[src/sv/kms_pkg.sv]
package kms_pkg;

    localparam int NUM_HASHES_DEF = 128;
    localparam int SIG_W          = 32;
    localparam int CODE_W         = 5;
    localparam int PAIR_W         = 6;
    localparam int SLOT_W         = 7;
    localparam int PROD_W         = 48;

    localparam logic [15:0]      LEHMER_MULT = 16'd48271;
    localparam logic [SIG_W-1:0] LEHMER_MOD  = 32'h7FFF_FFFF;
    localparam logic [SIG_W-1:0] ALL_ONES    = 32'hFFFF_FFFF;
    localparam logic [SIG_W-1:0] MASK_RESET  = 32'h00FF_FFFF;

    localparam logic [7:0] CHAR_UPPER_A = 8'h41;
    localparam logic [7:0] CHAR_UPPER_Z = 8'h5A;
    localparam logic [7:0] CHAR_LOWER_A = 8'h61;
    localparam logic [7:0] CHAR_LOWER_Z = 8'h7A;
    localparam logic [7:0] CHAR_STAR    = 8'h2A;
    localparam logic [7:0] CHAR_DASH    = 8'h2D;

    localparam logic [CODE_W-1:0] CODE_STAR = 5'd27;
    localparam logic [CODE_W-1:0] CODE_DASH = 5'd28;

    typedef enum logic [2:0] {
        ST_IDLE,
        ST_HASH,
        ST_EMIT_EVEN,
        ST_EMIT_ODD,
        ST_EMIT_LOAD
    } t_state;

    typedef struct packed {
        logic start;
        logic hash;
        logic rd_even;
        logic rd_odd;
        logic load;
    } t_cmd;

    typedef struct packed {
        logic in_last;
        logic code_ok;
        logic last_item;
        logic step_last;
        logic pair_last;
        logic out_free;
    } t_status;

    typedef struct packed {
        logic              ok;
        logic [CODE_W-1:0] code;
    } t_code;

    // Letters map to 1..26 in either case, then star and dash.
    function automatic t_code residue_code(input logic [7:0] ch);
        t_code r;
        r.ok   = 1'b1;
        r.code = '0;
        if (ch >= CHAR_UPPER_A && ch <= CHAR_UPPER_Z) begin
            r.code = CODE_W'(ch - CHAR_UPPER_A + 8'd1);
        end else if (ch >= CHAR_LOWER_A && ch <= CHAR_LOWER_Z) begin
            r.code = CODE_W'(ch - CHAR_LOWER_A + 8'd1);
        end else if (ch == CHAR_STAR) begin
            r.code = CODE_STAR;
        end else if (ch == CHAR_DASH) begin
            r.code = CODE_DASH;
        end else begin
            r.ok = 1'b0;
        end
        return r;
    endfunction

endpackage

[src/sv/kms_ctrl.sv]
module kms_ctrl (
    input  logic              i_clk,
    input  logic              i_rst_n,
    input  logic              i_in_valid,
    output logic              o_in_ready,
    input  kms_pkg::t_status  i_status,
    output kms_pkg::t_cmd     o_cmd
);

    kms_pkg::t_state r_state;
    kms_pkg::t_state n_state;

    always_ff @(posedge i_clk) begin
        if (!i_rst_n) begin
            r_state <= kms_pkg::ST_IDLE;
        end else begin
            r_state <= n_state;
        end
    end

    always_comb begin
        n_state    = r_state;
        o_cmd      = '0;
        o_in_ready = 1'b0;
        case (r_state)
            kms_pkg::ST_IDLE: begin
                o_in_ready = 1'b1;
                if (i_in_valid) begin
                    o_cmd.start = 1'b1;
                    if (i_status.code_ok) begin
                        n_state = kms_pkg::ST_HASH;
                    end else if (i_status.in_last) begin
                        n_state = kms_pkg::ST_EMIT_EVEN;
                    end
                end
            end
            kms_pkg::ST_HASH: begin
                o_cmd.hash = 1'b1;
                if (i_status.step_last) begin
                    n_state = i_status.last_item ? kms_pkg::ST_EMIT_EVEN : kms_pkg::ST_IDLE;
                end
            end
            kms_pkg::ST_EMIT_EVEN: begin
                o_cmd.rd_even = 1'b1;
                n_state       = kms_pkg::ST_EMIT_ODD;
            end
            kms_pkg::ST_EMIT_ODD: begin
                o_cmd.rd_odd = 1'b1;
                n_state      = kms_pkg::ST_EMIT_LOAD;
            end
            kms_pkg::ST_EMIT_LOAD: begin
                if (i_status.out_free) begin
                    o_cmd.load = 1'b1;
                    n_state = i_status.pair_last ? kms_pkg::ST_IDLE : kms_pkg::ST_EMIT_EVEN;
                end
            end
            default: begin
                n_state = kms_pkg::ST_IDLE;
            end
        endcase
    end

endmodule

[config.mk]
export PLATFORM = sky130hd
export DESIGN_NAME = kms_ctrl
export DESIGN_NICKNAME = d
export VERILOG_FILES = /design/src/sv/kms_pkg.sv /design/src/sv/kms_ctrl.sv
export SDC_FILE = /design/constraint.sdc
export NUM_CORES = 1
export LEC_CHECK = 0
export BUFFER_PORTS_ARGS = -buffer_cell sky130_fd_sc_hd__buf_4
export CORE_AREA = 8 8 45 47
export CTS_CLUSTER_SIZE = 24
export DETAILED_ROUTE_END_ITERATION = 12
export DIE_AREA = 0 0 53 55
export HOLD_SLACK_MARGIN = 0.08
export SKIP_LAST_GASP = 1
export SLEW_MARGIN = 40
export SYNTH_ARGS = -nofsm -noshare
export SYNTH_HDL_FRONTEND = slang
export SYNTH_SLANG_ARGS = --single-unit
[constraint.sdc]
create_clock -name i_clk -period 2.23 [get_ports i_clk]
set_input_delay 0.3345 -clock i_clk [delete_from_list [all_inputs] [get_ports i_clk]]
set_output_delay 0.3345 -clock i_clk [all_outputs]
set_load 0.02 [all_outputs]
; Yosys cells after proc, flatten, opt, wreduce, memory -nomap -nowiden
; Index checks and enable logic that the tools add are counted.
[totals]
out_inout_bits = 6
in_bits = 9
regBits = 3
word_cells = 27
[classes]
reduce_logical = 2
muxes = 16
eq_ne = 8
[ops]
columns = op, n
row1 = 3-bit 2-to-1 mux, 5
row2 = 3-bit case mux with 5 select lines, 1
row3 = 1-bit 2-to-1 mux, 8
row4 = "3-bit by 2-bit equality test with 1-bit output, second input constant", 2
row5 = "2-bit inequality test, second input constant", 3
row6 = 2-bit 2-to-1 mux, 2
row7 = 4-bit AND reduction, 1
row8 = "3-bit by 1-bit equality test with 1-bit output, second input constant", 1
row9 = "3-bit equality test, second input constant", 1
row10 = 3-bit zero test, 1
row11 = "3-bit inequality test, second input constant", 1

; Logic depth before layout (Yosys ltp)
[depth]
depth_word = 4
ltp_mapped = 4
mapped_depth_nobuf = 3

; Least setup slack after synthesis
; OpenSTA, ideal clock, no wires.
[synth_path]
path_kind = register to output
from = register r_state[2]
to = output port o_cmd[4] (netlist name)
path_stages_with_launch = 4
t_arrival_ns = 1.278
slack_ns = 0.618
t_required_ns = 1.896
path_buffers = 1
path_cell_list = dfxtp_1 > buf_6 > nor3_1 > and2_1
[synth_lines]
columns = element, line_no
row1 = start: declaration, kms_ctrl.sv:10  ; kms_pkg::t_state r_state;
row2 = start signal: assignment, kms_ctrl.sv:15  ; r_state <= kms_pkg::ST_IDLE;
row3 = start signal: assignment, kms_ctrl.sv:17  ; r_state <= n_state;
row4 = end: declaration, kms_ctrl.sv:7  ; output kms_pkg::t_cmd o_cmd

==> summary.txt <==
Floorplanning
  – Io pins: 15
  – Cell Rows: 14
  – Core Area: 0.001384 mm2
  – Chip width: 53 um
  – Die area: 0.002915 mm2
  – Initial cell density of the core: 17.81%
  – Chip height: ~55 um

Placed design
  – Dpl hpwl: 555.5 um
  – Input/output buffers: 14
  – Pre-CTS setup slack: 0.9252 ns
  – Routability Congestion: 0.6813

Yosys
  – Top cell type's share of synthesized area: about 24%
  – Post-synthesis register bit count: 3
  – Area leader, netlist: dfxtp_1
  – Seq/Total Area, Yosys: 24.37%
  – Post-Synthesis Cells: 31
  – YS warnings: 0
  – Synth top area cells: dfxtp_1 24%, nor3_1 6.1%, and2_1 5.1%
  – Avg Inst Size Synth: 7.951 um2
  – Synth Net Count: 40
  – Cell variety after synth: 23
  – Syn Std Cell Area: 246.5 um2

CTS
  – CTS Buffer Depth: 2
  – CTS resizes: 0
  – CTS Buf Count: 3
  – Clk Tree Root Cell: clkbuf_4
  – Clk slew on worst S/H paths: 0.04 ns
  – CTS sink count: 3
  – Hold Buf Count CTS: 0
  – CTS tree: done
  – Clk_lat worst skew: approximately 0.23 ns
  – Post-CTS setup buffers: 0
  – Number of H-tree levels: 1

STA
  – Fin worst setup slack: 0.6777 ns
  – RSZ-0062 raised after global routing: false
  – Clock skew: 0.002352 ns
  – Period utilization: 69.61%
  – Setup Viol. Count Final: 0
  – Min Hold Slack: 0.3282 ns
  – Max Slew Vio Count: 0
  – Slew at the pin closest to its max-slew limit: ~0.34 ns
  – Final hold vios: 0
  – Tmin final: 1.552 ns
  – Rel. slew slack: 77.07%
  – Fmax achieved: roughly 640 MHz
  – Final setup TNS: 0 ns

Power and ir drop
  – PwrDens: ~600 mW/mm2
  – Lkg Pwr: 0.0001628 uW
  – VDD IR max: 338.0 uV

Outcome
  – Status: finished, final reports clean

Route
  – Drt total wl: 701 um
  – Final ANT Viol Nets: 0
  – Via density: 4.413
  – DRC errors left: 0
  – Router iterations before antenna repair: 4
  – Via Count: 278
  – Average routed wire per standard cell: between 10 and 15 um
  – Drt first-iter violations: 10

Run
  – Max Cap Viol: 0

Global routing
  – Total track usage: 5.625%
  – Vias in the first global route: between 200 and 300
  – First-pass GRT wire length: 1.152 mm
  – Pin count of the biggest net entering global routing: 13
  – Total grt overflow: 0
  – Initial antenna violation count: 0

Critical path
  – Worst R2R Setup Slack: roughly 0.93 ns
  – CP required: around 1.9 ns
  – Crit. End Element: output pin
  – Worst reg2reg path depth: 3
  – Crit Path Category: reg2out
  – Worst-path fanout max: 7
  – WP data arrival: 1.22 ns
  – Startpoint types: flop

Cells and area
  – Reg with most FFs: r_state
  – Layout cells sized above 1: between 40 and 50%
  – Max FFs per register: 3
  – Area Growth Syn to Fin: 54.82%
  – Net count, final: 57
  – # diodes: 0
  – Biggest regs: r_state x3

Min path
  – Hold path depth: 2
  – Worst Hold Class: in2reg
[worst paths after layout]
| check | end | start |
|---|---|---|
| max reg2reg | r_state[1] | r_state[2] |
| max | o_cmd[1] | r_state[1] |
| min | r_state[2] | i_rst_n |
| min reg2reg | r_state[0] | r_state[1] |
[cells in the final DEF, fill, tap and decap left out, drive strengths merged]
master and count:
buf 14, clkbuf 4, nor3 3, nor2 3, dfxtp 3, and2 2
nand2 2, a21oi 2, inv 1, nor3b 1, and3 1, mux2i 1
a211o 1, nor2b 1, nand2b 1, nor4b 1, o21a 1, nand3b 1
or3b 1, a211oi 1, o21ai 1, o2111a 1
[synthesized netlist by cell type, drive strengths merged]
cell type,instances
a211o,1
a211oi,1
a21oi,2
and2,2
and3,1
buf,2
dfxtp,3
inv,1
mux2i,1
nand2,2
nand2b,1
nand3b,1
nor2,3
nor2b,1
nor3,3
nor3b,1
nor4b,1
o2111a,1
o21a,1
o21ai,1
or3b,1
[critical path: stages (launching register included)]
cell and delay [ns]:
dfxtp_1 0.43, inv_1 0.15, nor3b_2 0.24, buf_4 0.17
[routing by layer]
layer	routed length [um]	part of all wire, %	global-route usage [%]	vias up
met2	350	50	8.594	8
li1	-	-	-	146
met1	276	39	4.856	124
met4	0	0	2.586	0
met3	74	11	5.615	0
met5	0	0	0	-
[logic make-up (layout without fill, tap and decap cells)]
kind of cell           count (synthesis)  count (layout)  share of synthesized area [%]
AND/OR/NAND/NOR                       17              17                          41.63
AO/OA/AOI/OAI                          7               7                          21.83
flip-flops                             3               3                          24.37
buffers and inverters                  3              19                          8.118
multiplexers                           1               1                          4.061
[final cells by class]
type	instances	area (um2)
fill	157	1002
sequential	3	60.06
inverter	1	3.754
timing repair buffer	14	105.1
multi-input combinational	25	166.4
clock buffer	4	26.28
tap	16	20.02
[per-stage QoR]
stage               instance area [um2]  total power (uW)  utilization (%)  std cells
floorplan                         246.5             106.4                -         31
global placement                  355.3             137.1            25.68         59
detailed placement                355.3             137.4            25.68         59
CTS                               381.6             237.6            27.58         63
global route                      381.6             249.1            27.58         63
finish                            381.6             230.7            27.58         63
[power breakdown]
part           internal [uW]  switching [uW]  total (uW)
clock network           67.1            28.1        95.2
registers               57.9            8.67        66.6
logic                   35.5            33.4        68.9
total                    161            70.2         231
Note: power is estimated with default switching activity, not from simulation.
